### src/hdl/msq_pkg.sv
`timescale 1ns / 1ps
// ----------------------------------------------------------------------------
// msq_pkg: shared types and constants of the sample capture queue
// Payload structs, command and mode codes, sequencer states and the
// operations of the shared pointer unit.
// ----------------------------------------------------------------------------
package msq_pkg;

  localparam int SAMPLE_W   = 64;
  localparam int IDX_W      = 6;
  localparam int CNT_W      = 7;
  localparam int CAP_W      = 7;
  localparam int CFG_DATA_W = 7;

  localparam logic [CAP_W-1:0] CAP_RESET = 7'd64;

  typedef enum logic [1:0] {
    CMD_PUSH = 2'd0,
    CMD_GET  = 2'd1,
    CMD_ZERO = 2'd2,
    CMD_NOP  = 2'd3
  } cmd_t;

  typedef enum logic [1:0] {
    MODE_UNSET = 2'd0,
    MODE_CLEAR = 2'd1,
    MODE_FILL  = 2'd2,
    MODE_RING  = 2'd3
  } mode_t;

  typedef enum logic [1:0] {
    RD_DATA   = 2'd0,
    RD_EMPTY  = 2'd1,
    RD_NO_NEW = 2'd2
  } rd_status_t;

  typedef enum logic [0:0] {
    REG_QUEUE_MODE = 1'b0,
    REG_CAPACITY   = 1'b1
  } cfg_reg_t;

  typedef enum logic [2:0] {
    S_IDLE,
    S_NORM,
    S_ZERO,
    S_RD,
    S_SEND
  } state_t;

  typedef enum logic [1:0] {
    ALU_ADD_MOD = 2'd0,
    ALU_SUB_MOD = 2'd1,
    ALU_SUB     = 2'd2
  } alu_op_t;

  typedef struct packed {
    cmd_t                cmd;
    logic [SAMPLE_W-1:0] sample_in;
  } in_t;

  typedef struct packed {
    logic [SAMPLE_W-1:0] sample_out;
    logic [IDX_W-1:0]    entry_index;
    logic [CNT_W-1:0]    entry_count;
    logic                overflow_flag;
    rd_status_t          read_status;
    logic                last_of_run;
  } out_t;

endpackage

### src/hdl/msq_ram.sv
`timescale 1ns / 1ps
// ----------------------------------------------------------------------------
// msq_ram: generic single-write, single-read memory
// One write port and one read port with registered read data.
// ----------------------------------------------------------------------------
module msq_ram #(
  parameter int WIDTH = 64,
  parameter int DEPTH = 64
) (
  input  logic                     clk,
  input  logic                     we,
  input  logic [$clog2(DEPTH)-1:0] waddr,
  input  logic [WIDTH-1:0]         wdata,
  input  logic                     re,
  input  logic [$clog2(DEPTH)-1:0] raddr,
  output logic [WIDTH-1:0]         rdata
);

  logic [WIDTH-1:0] mem [DEPTH];
  logic [WIDTH-1:0] rdata_r;

  always_ff @(posedge clk) begin
    if (we) begin
      mem[waddr] <= wdata;
    end
    if (re) begin
      rdata_r <= mem[raddr];
    end
  end

  assign rdata = rdata_r;

endmodule

### src/hdl/msq_alu.sv
`timescale 1ns / 1ps
// ----------------------------------------------------------------------------
// msq_alu: shared modular pointer unit
// One modular adder/subtractor with a compare, used for the write and read
// pointer updates of the queue, each modular result wrapped once at the modulus.
// ----------------------------------------------------------------------------
module msq_alu #(
  parameter int W = 7
) (
  input  msq_pkg::alu_op_t op,
  input  logic [W-1:0]     a,
  input  logic [W-1:0]     b,
  input  logic [W-1:0]     m,
  output logic [W-1:0]     y,
  output logic             ge
);

  logic [W:0] sum;
  logic [W:0] sum_wrap;
  logic [W:0] sub_wrap;

  always_comb begin
    sum      = {1'b0, a} + {1'b0, b};
    sum_wrap = sum - {1'b0, m};
    sub_wrap = {1'b0, a} + {1'b0, m} - {1'b0, b};
    ge       = (a >= b);
    case (op)
      msq_pkg::ALU_ADD_MOD: y = (sum >= {1'b0, m}) ? sum_wrap[W-1:0] : sum[W-1:0];
      msq_pkg::ALU_SUB_MOD: y = ge ? (a - b) : sub_wrap[W-1:0];
      msq_pkg::ALU_SUB:     y = a - b;
      default:              y = a;
    endcase
  end

endmodule

### src/hdl/monitor_sample_capture_queue.sv
`timescale 1ns / 1ps
// ----------------------------------------------------------------------------
// monitor_sample_capture_queue: capture buffer for 64-bit sample words
// Push, get and zero commands over a sample store with three fill modes.
// ----------------------------------------------------------------------------
// A push is taken directly in the idle state, so pushes can stream at one per
// cycle while no result waits stalled in the output register and no register
// is written. A get is accepted and then returns each entry by a store read
// followed by the load of the output register, which waits while the output
// is stalled; a get that only reports an empty buffer or no new sample loads
// that status when it is accepted. A zero command sweeps the store, one entry
// per cycle, over all STORE_DEPTH entries, and no item is taken meanwhile. No
// item is taken in the cycle of a register write. After a register write the
// write pointer is brought back into range by repeated subtraction of the
// capacity before the next item is taken. The write and read pointer updates
// share one modular add/subtract unit under a small sequencer.
// ----------------------------------------------------------------------------
module monitor_sample_capture_queue #(
  parameter int STORE_DEPTH = 64
) (
  input  logic                                clk,
  input  logic                                rst_n,
  input  logic                                in_valid,
  output logic                                in_stall,
  input  msq_pkg::in_t                        in_data,
  output logic                                out_valid,
  input  logic                                out_stall,
  output msq_pkg::out_t                       out_data,
  input  logic                                cfg_we,
  input  msq_pkg::cfg_reg_t                   cfg_idx,
  input  logic [msq_pkg::CFG_DATA_W-1:0]      cfg_wdata
);

  localparam int AW    = $clog2(STORE_DEPTH);
  localparam int CW    = $clog2(STORE_DEPTH + 1);
  localparam int CAP_W = msq_pkg::CAP_W;
  localparam int IDX_W = msq_pkg::IDX_W;
  localparam int CNT_W = msq_pkg::CNT_W;
  localparam int SW    = msq_pkg::SAMPLE_W;

  msq_pkg::state_t   state_r, state_nxt;
  msq_pkg::mode_t    mode_r;
  logic [CAP_W-1:0]  cap_r;
  logic [AW-1:0]     wp_r, wp_nxt;
  logic [AW-1:0]     wpr_r, wpr_nxt;
  logic [CW-1:0]     fill_r, fill_nxt;
  logic              ovf_r, ovf_nxt;
  logic              new_r, new_nxt;
  logic [AW-1:0]     pos_r, pos_nxt;
  logic [AW-1:0]     idx_r, idx_nxt;
  logic [AW-1:0]     zaddr_r, zaddr_nxt;
  logic              out_valid_r, out_valid_nxt;
  msq_pkg::out_t     out_data_r, out_data_nxt;

  msq_pkg::mode_t    mode_eff;
  logic [CW-1:0]     cap_eff;
  logic [CW-1:0]     n_cnt;
  logic [CW:0]       fill_inc;
  logic              in_acc;
  logic              out_free;
  logic              out_load;
  logic              get_no_new;
  logic              get_empty;
  logic              get_status;
  logic              run_last;

  logic              ram_we;
  logic [AW-1:0]     ram_waddr;
  logic [SW-1:0]     ram_wdata;
  logic              ram_re;
  logic [AW-1:0]     ram_raddr;
  logic [SW-1:0]     ram_rdata;

  msq_pkg::alu_op_t  alu_op;
  logic [CW-1:0]     alu_a;
  logic [CW-1:0]     alu_b;
  logic [CW-1:0]     alu_y;
  logic              alu_ge;

  msq_ram #(
    .WIDTH(SW),
    .DEPTH(STORE_DEPTH)
  ) u_ram (
    .clk  (clk),
    .we   (ram_we),
    .waddr(ram_waddr),
    .wdata(ram_wdata),
    .re   (ram_re),
    .raddr(ram_raddr),
    .rdata(ram_rdata)
  );

  msq_alu #(
    .W(CW)
  ) u_alu (
    .op(alu_op),
    .a (alu_a),
    .b (alu_b),
    .m (cap_eff),
    .y (alu_y),
    .ge(alu_ge)
  );

  // Configuration registers.
  always_ff @(posedge clk) begin
    if (!rst_n) begin
      mode_r <= msq_pkg::MODE_CLEAR;
      cap_r  <= msq_pkg::CAP_RESET;
    end else if (cfg_we) begin
      case (cfg_idx)
        msq_pkg::REG_QUEUE_MODE: mode_r <= msq_pkg::mode_t'(cfg_wdata[1:0]);
        msq_pkg::REG_CAPACITY:   cap_r  <= cfg_wdata;
        default:                 mode_r <= mode_r;
      endcase
    end
  end

  always_comb begin
    mode_eff = (mode_r == msq_pkg::MODE_UNSET) ? msq_pkg::MODE_CLEAR : mode_r;
    if (cap_r == '0) begin
      cap_eff = CW'(1);
    end else if (cap_r > CAP_W'(STORE_DEPTH)) begin
      cap_eff = CW'(STORE_DEPTH);
    end else begin
      cap_eff = cap_r[CW-1:0];
    end
    n_cnt      = (fill_r < cap_eff) ? fill_r : cap_eff;
    fill_inc   = {1'b0, fill_r} + (CW+1)'(1);
    in_stall   = (state_r != msq_pkg::S_IDLE) || (out_valid_r && out_stall) || cfg_we;
    in_acc     = in_valid && !in_stall;
    out_free   = !out_valid_r || !out_stall;
    get_no_new = (mode_eff == msq_pkg::MODE_CLEAR) && !new_r;
    get_empty  = (n_cnt == '0);
    get_status = get_no_new || get_empty;
    run_last   = ((CW'(idx_r) + CW'(1)) == n_cnt);
  end

  // Sequencer next state.
  always_comb begin
    state_nxt = state_r;
    case (state_r)
      msq_pkg::S_IDLE: begin
        if (cfg_we) begin
          state_nxt = msq_pkg::S_NORM;
        end else if (in_acc) begin
          case (in_data.cmd)
            msq_pkg::CMD_GET:  state_nxt = get_status ? msq_pkg::S_IDLE : msq_pkg::S_RD;
            msq_pkg::CMD_ZERO: state_nxt = msq_pkg::S_ZERO;
            default:           state_nxt = msq_pkg::S_IDLE;
          endcase
        end
      end
      msq_pkg::S_NORM: begin
        if (!cfg_we && !alu_ge) begin
          state_nxt = msq_pkg::S_IDLE;
        end
      end
      msq_pkg::S_ZERO: begin
        if (zaddr_r == AW'(STORE_DEPTH - 1)) begin
          state_nxt = msq_pkg::S_IDLE;
        end
      end
      msq_pkg::S_RD: begin
        state_nxt = msq_pkg::S_SEND;
      end
      msq_pkg::S_SEND: begin
        if (out_free) begin
          state_nxt = run_last ? msq_pkg::S_IDLE : msq_pkg::S_RD;
        end
      end
      default: state_nxt = msq_pkg::S_IDLE;
    endcase
  end

  // Sequencer outputs and datapath updates.
  always_comb begin
    wp_nxt       = wp_r;
    wpr_nxt      = wpr_r;
    fill_nxt     = fill_r;
    ovf_nxt      = ovf_r;
    new_nxt      = new_r;
    pos_nxt      = pos_r;
    idx_nxt      = idx_r;
    zaddr_nxt    = zaddr_r;
    out_load     = 1'b0;
    out_data_nxt = out_data_r;
    ram_we       = 1'b0;
    ram_waddr    = wpr_r;
    ram_wdata    = in_data.sample_in;
    ram_re       = 1'b0;
    ram_raddr    = pos_r;
    alu_op       = msq_pkg::ALU_ADD_MOD;
    alu_a        = CW'(wpr_r);
    alu_b        = CW'(1);
    case (state_r)
      msq_pkg::S_IDLE: begin
        if (cfg_we) begin
          // The stored pointer is rescaled against the new capacity.
          wpr_nxt = wp_r;
        end else if (in_acc) begin
          case (in_data.cmd)
            msq_pkg::CMD_PUSH: begin
              new_nxt = 1'b1;
              if (mode_eff == msq_pkg::MODE_RING) begin
                ram_we    = 1'b1;
                ram_waddr = wpr_r;
                wp_nxt    = alu_y[AW-1:0];
                wpr_nxt   = alu_y[AW-1:0];
                if (fill_r < cap_eff) begin
                  fill_nxt = fill_inc[CW-1:0];
                end
                ovf_nxt = ovf_r | (fill_inc >= {1'b0, cap_eff});
              end else if (fill_r < cap_eff) begin
                ram_we    = 1'b1;
                ram_waddr = fill_r[AW-1:0];
                alu_a     = fill_r;
                fill_nxt  = fill_inc[CW-1:0];
                wp_nxt    = alu_y[AW-1:0];
                wpr_nxt   = alu_y[AW-1:0];
                ovf_nxt   = ovf_r | (fill_inc >= {1'b0, cap_eff});
              end
            end
            msq_pkg::CMD_GET: begin
              alu_op = msq_pkg::ALU_SUB_MOD;
              alu_b  = n_cnt;
              if (get_status) begin
                out_load                   = 1'b1;
                out_data_nxt.sample_out    = '0;
                out_data_nxt.entry_index   = '0;
                out_data_nxt.entry_count   = '0;
                out_data_nxt.overflow_flag = ovf_r;
                out_data_nxt.read_status   = get_no_new ? msq_pkg::RD_NO_NEW
                                                        : msq_pkg::RD_EMPTY;
                out_data_nxt.last_of_run   = 1'b1;
                if (!get_no_new) begin
                  if (mode_eff == msq_pkg::MODE_CLEAR) begin
                    fill_nxt = '0;
                    wp_nxt   = '0;
                    wpr_nxt  = '0;
                    ovf_nxt  = 1'b0;
                    new_nxt  = 1'b0;
                  end else if (mode_eff == msq_pkg::MODE_RING) begin
                    new_nxt = 1'b0;
                  end
                end
              end else begin
                // The run starts n entries behind the write pointer.
                pos_nxt = alu_y[AW-1:0];
                idx_nxt = '0;
              end
            end
            msq_pkg::CMD_ZERO: begin
              fill_nxt  = '0;
              wp_nxt    = '0;
              wpr_nxt   = '0;
              ovf_nxt   = 1'b0;
              new_nxt   = 1'b0;
              zaddr_nxt = '0;
            end
            default: begin
              new_nxt = new_r;
            end
          endcase
        end
      end
      msq_pkg::S_NORM: begin
        alu_op = msq_pkg::ALU_SUB;
        alu_b  = cap_eff;
        if (cfg_we) begin
          wpr_nxt = wp_r;
        end else if (alu_ge) begin
          wpr_nxt = alu_y[AW-1:0];
        end
      end
      msq_pkg::S_ZERO: begin
        ram_we    = 1'b1;
        ram_waddr = zaddr_r;
        ram_wdata = '0;
        zaddr_nxt = zaddr_r + AW'(1);
      end
      msq_pkg::S_RD: begin
        ram_re    = 1'b1;
        ram_raddr = pos_r;
      end
      msq_pkg::S_SEND: begin
        alu_a = CW'(pos_r);
        if (out_free) begin
          out_load                   = 1'b1;
          out_data_nxt.sample_out    = ram_rdata;
          out_data_nxt.entry_index   = IDX_W'(idx_r);
          out_data_nxt.entry_count   = CNT_W'(n_cnt);
          out_data_nxt.overflow_flag = ovf_r;
          out_data_nxt.read_status   = msq_pkg::RD_DATA;
          out_data_nxt.last_of_run   = run_last;
          pos_nxt                    = alu_y[AW-1:0];
          idx_nxt                    = idx_r + AW'(1);
          if (run_last) begin
            if (mode_eff == msq_pkg::MODE_CLEAR) begin
              fill_nxt = '0;
              wp_nxt   = '0;
              wpr_nxt  = '0;
              ovf_nxt  = 1'b0;
              new_nxt  = 1'b0;
            end else if (mode_eff == msq_pkg::MODE_RING) begin
              new_nxt = 1'b0;
            end
          end
        end
      end
      default: begin
        ram_we = 1'b0;
      end
    endcase
    out_valid_nxt = out_load ? 1'b1 : (out_valid_r && out_stall);
  end

  always_ff @(posedge clk) begin
    if (!rst_n) begin
      state_r     <= msq_pkg::S_IDLE;
      wp_r        <= '0;
      wpr_r       <= '0;
      fill_r      <= '0;
      ovf_r       <= 1'b0;
      new_r       <= 1'b0;
      out_valid_r <= 1'b0;
    end else begin
      state_r     <= state_nxt;
      wp_r        <= wp_nxt;
      wpr_r       <= wpr_nxt;
      fill_r      <= fill_nxt;
      ovf_r       <= ovf_nxt;
      new_r       <= new_nxt;
      out_valid_r <= out_valid_nxt;
    end
  end

  always_ff @(posedge clk) begin
    pos_r      <= pos_nxt;
    idx_r      <= idx_nxt;
    zaddr_r    <= zaddr_nxt;
    out_data_r <= out_data_nxt;
  end

  assign out_valid = out_valid_r;
  assign out_data  = out_data_r;

  // A zero transfer clears the counters and starts the store sweep.
  a_zero_starts_sweep: assert property (@(posedge clk) disable iff (!rst_n)
    (in_acc && !cfg_we && in_data.cmd == msq_pkg::CMD_ZERO)
      |=> (state_r == msq_pkg::S_ZERO && fill_r == '0 && !ovf_r))
    else $error("zero command did not start the clearing sweep");

  // The final entry of a run returns the sequencer to idle.
  a_run_ends_idle: assert property (@(posedge clk) disable iff (!rst_n)
    (state_r == msq_pkg::S_SEND && out_free && run_last)
      |=> (state_r == msq_pkg::S_IDLE))
    else $error("get run did not end after its last entry");

  // While the output register is blocked the read run holds its place.
  a_send_holds: assert property (@(posedge clk) disable iff (!rst_n)
    (state_r == msq_pkg::S_SEND && !out_free)
      |=> (state_r == msq_pkg::S_SEND && $stable(pos_r) && $stable(idx_r)))
    else $error("read run advanced while the output was stalled");

  // A data result always lies inside a non-empty run.
  a_data_in_run: assert property (@(posedge clk) disable iff (!rst_n)
    (out_valid_r && out_data_r.read_status == msq_pkg::RD_DATA)
      |-> (out_data_r.entry_count != '0 &&
           CNT_W'(out_data_r.entry_index) < out_data_r.entry_count))
    else $error("data result outside of its read run");

endmodule
### config.mk
export PLATFORM = sky130hd
export DESIGN_NAME = monitor_sample_capture_queue
export DESIGN_NICKNAME = d
export VERILOG_FILES = /design/src/hdl/msq_pkg.sv /design/src/hdl/msq_ram.sv /design/src/hdl/msq_alu.sv /design/src/hdl/monitor_sample_capture_queue.sv
export SDC_FILE = /design/constraint.sdc
export NUM_CORES = 2
export LEC_CHECK = 0
export BUFFER_PORTS_ARGS = -buffer_cell sky130_fd_sc_hd__buf_2
export CAP_MARGIN = 30
export CORE_ASPECT_RATIO = 0.7
export CORE_UTILIZATION = 40
export CTS_CLUSTER_SIZE = 24
export DETAILED_ROUTE_END_ITERATION = 10
export HOLD_SLACK_MARGIN = 0.05
export PLACE_DENSITY = 0.65
export SYNTH_ARGS = -nofsm -noshare
export SYNTH_HDL_FRONTEND = slang
export SYNTH_SLANG_ARGS = --single-unit
### constraint.sdc
create_clock -name clk -period 9.2 [get_ports clk]
set_clock_uncertainty 0.05 [all_clocks]
set_input_delay 2.3 -clock clk [delete_from_list [all_inputs] [get_ports clk]]
set_output_delay 2.3 -clock clk [all_outputs]
set_load 0.02 [all_outputs]
==> run metrics <==
status finished, final reports clean; synth unique cells 79; Post-Syn Nets 6946; CTS tree built; floorplan row count 197; CP arrival 8570 ps; most frequent cell on the critical path inv_1; worst reg2reg path depth 29; die area ~420000 um^2; Worst EP required ~10000 ps; largest area contributor in the netlist edfxtp_1; setup TNS 0 ps; Crit path depth 29; Mapped Cells 6813; GP Congestion 0.810; final non-filler cell total 13113; CP max FO 11; core area 411000 um^2; fillers 33218; drc violations 0; Worst setup EP type register; Worst VDD drop 0.164 mV; number of I/O pins around 160; Final Cycle Share 0.843; Layout area overhead 13.6%; Max stage delay cell, worst path dfxtp_1; later-pin clock latency in the skew report approximately 1100 ps; share of layout cells above drive strength 1 0.324; multi-input logic area between 30000 and 40000 um^2; Detailed Routing Iterations Pass 1 5; synth top area cells edfxtp_1 77%, mux4_2 18%, clkbuf_1 0.59%; die height 540 um; CTS resizes 0; worst path buffer plus inverter count 7; routed len/inst 33.6 um; Initial DRC Count 11378; power per cell area approximately 210 nW/um^2; starting density of the core 0.402; Clock Tree Buf Depth 4; min cycle time layout approximately 7800 ps; post-route ant nets 0; Max-cap violations 0; DIE WIDTH just under 800 um; postcts setup bufs 0; WHS Path Cells 2; htree depth 5; Setup violations, final 0; critical setup path kind reg2reg; largest net degree at the start of global routing 139; Seq/Total Area, Yosys 0.777; Worst path top cell family by delay compound AO/OA/AOI/OAI gates; HPWL after DPL 255000 um; clock root buffer clkbuf_16; Clk pin slew, worst setup/hold paths 60 ps; vias per cell 5.96; nets 7421; mapped cell area 165000 um^2; top_reg_cell synth edfxtp_1; Inst Count DP around 12000; first-pass GRT wire length 618000 um; unrepaired setup endpoints after global routing false; Overflow after GRT 0; Async SR Flop Fraction 0; Leakage 57.7 nW; max-slew violation count 0; Worst Setup Start Kind register; number of synthesized flops with an enable pin 4259; syn avg cell area 24.3 um^2; vias in the first global route 77128; Achievable Freq 129 MHz; Ys Warns 0; Num CTS Buffers 398; antenna violations before repair 38; via count 78101; Synth Register Bits approximately 4300; slowest stage delay, CP 580 ps; Synth top area share 0.773; measured slew at the worst slew-check pin 1130 ps; port bufs 161; Hold Buf Count CTS 0; Hold Violations, Final 0; register area 129000 um^2; TritonCTS Sinks 4293; Hold WC Path Type reg2reg; Max-slew headroom 0.247; drt total wl 440000 um; Total Routing Usage GR 0.209
[per-layer routing]
metal	vias up	routed length, um	GRT usage
met5	-	27	0
met4	4	12200	0.0536
met3	584	39400	0.0338
met2	4240	206000	0.322
met1	42889	183000	0.312
li1	30384	-	-
[where the power goes]
group / switching, mW / leakage, nW / internal, mW
Combinational: 1.54 / 12.9 / 0.829
Clock: 7.37 / 6.19 / 8.82
Sequential: 0.0393 / 38.6 / 21.7
Total: 8.95 / 57.7 / 31.3
[stage by stage]
step	instance area (um^2)	worst slack (ps)	hold WS, ps	util	power, mW
after CTS	188000	1600	423	0.456	40.6
final	188000	1450	423	0.457	40.3
after global routing	188000	917	442	0.457	41.4
after floorplan	165000	1650	381	-	23.5
after global placement	175000	406	408	0.425	24.5
after detailed placement	175000	570	416	0.426	24.5
[Yosys cell counts, types with 15 or more instances]
| library cell | n |
|---|---|
| buf_1 | 85 |
| a21oi_1 | 44 |
| a21boi_0 | 16 |
| dfxtp_1 | 34 |
| nor2_1 | 119 |
| inv_1 | 40 |
| ha_1 | 46 |
| o21ai_0 | 25 |
| nand2_1 | 85 |
| clkbuf_1 | 261 |
| mux4_2 | 1344 |
| edfxtp_1 | 4259 |
| and2_1 | 141 |
| xnor2_1 | 19 |
| nand3_1 | 36 |
| o21a_1 | 15 |
| nor3_1 | 19 |
[path summary, 6_finish.rpt]
| kind | startpoint | endpoint | slack, ps |
|---|---|---|---|
| worst max-delay path | cap_r[6] | wpr_r[0] | 1450 |
| worst min-delay path | wp_r[1] | wp_r[1] | 420 |
| worst max register to register | cap_r[6] | wpr_r[0] | 1450 |
| worst min register to register | wp_r[1] | wp_r[1] | 420 |
[cell type report]
| class | instances | share of cell area |
|---|---|---|
| repair buffers | 431 | 0.0195 |
| diodes | 17 | 0.000226 |
| inverters | 41 | 0.000819 |
| multi-input cells | 2123 | 0.191 |
| clock buffers | 497 | 0.0554 |
| clock inverters | 239 | 0.0122 |
| flip-flops and latches | 4293 | 0.684 |
| well taps | 5472 | 0.0364 |
[sequential cells by signal, summed over array words and instances, names as in the netlist]
| signal | cells |
|---|---|
| u_ram.mem | 4096 |
| fill_r | 7 |
| cap_r | 7 |
| pos_r | 6 |
| zaddr_r | 6 |
| mode_r | 2 |
| ovf_r | 1 |
| wpr_r | 6 |
| out_valid | 1 |
| out_data | 81 |
| new_r | 1 |
| state_r | 3 |
| idx_r | 6 |
| u_ram.rdata | 64 |
| wp_r | 6 |
[worst register-to-register path: cells and delay by family, from the launching register on]
| kind | cells | cell delay (ps) |
|---|---|---|
| flip-flops | 1 | 580 |
| AO/OA/AOI/OAI | 11 | 3170 |
| adder cells (fa/ha/maj) | 4 | 1160 |
| AND/OR/NAND/NOR | 6 | 1440 |
| buffers and inverters | 7 | 930 |
| XOR/XNOR | 1 | 270 |
[cell families (layout without fill, tap and decap cells)]
family	count (synthesis)	after routing	synth area share
adder cells (fa/ha/maj)	54	54	0.00445
multiplexers	1348	1348	0.183
AND/OR/NAND/NOR	485	485	0.0152
AO/OA/AOI/OAI	206	206	0.00886
XOR/XNOR	30	30	0.00159
flip-flops	4293	4293	0.777
buffers and inverters	397	1208	0.00916
other	0	17	0
[cells in the final DEF (no fill, tap or decap), types with 11 or more instances in the layout]
master     count
o22ai_1       11
buf_12        51
inv_1         40
clkbuf_1      95
clkinv_4      11
dfxtp_1       34
nor2_4        65
nand2b_1      11
and3_1        11
o211ai_1      11
nor2_1        54
ha_1          46
o21a_1        15
clkinv_2      77
buf_2        161
clkbuf_16    402
xor2_1        11
o21ai_0       25
nor3_1        19
buf_4        208
diode_2       17
and2_1        88
xnor2_1       19
mux4_2      1344
a21boi_0      16
nand3_1       36
nand2_1       84
bufinv_16     25
edfxtp_1    4259
clkinv_1      89
and2_2        44
a21oi_1       42
clkinv_16     15
Power figures use the tool's default switching activity.
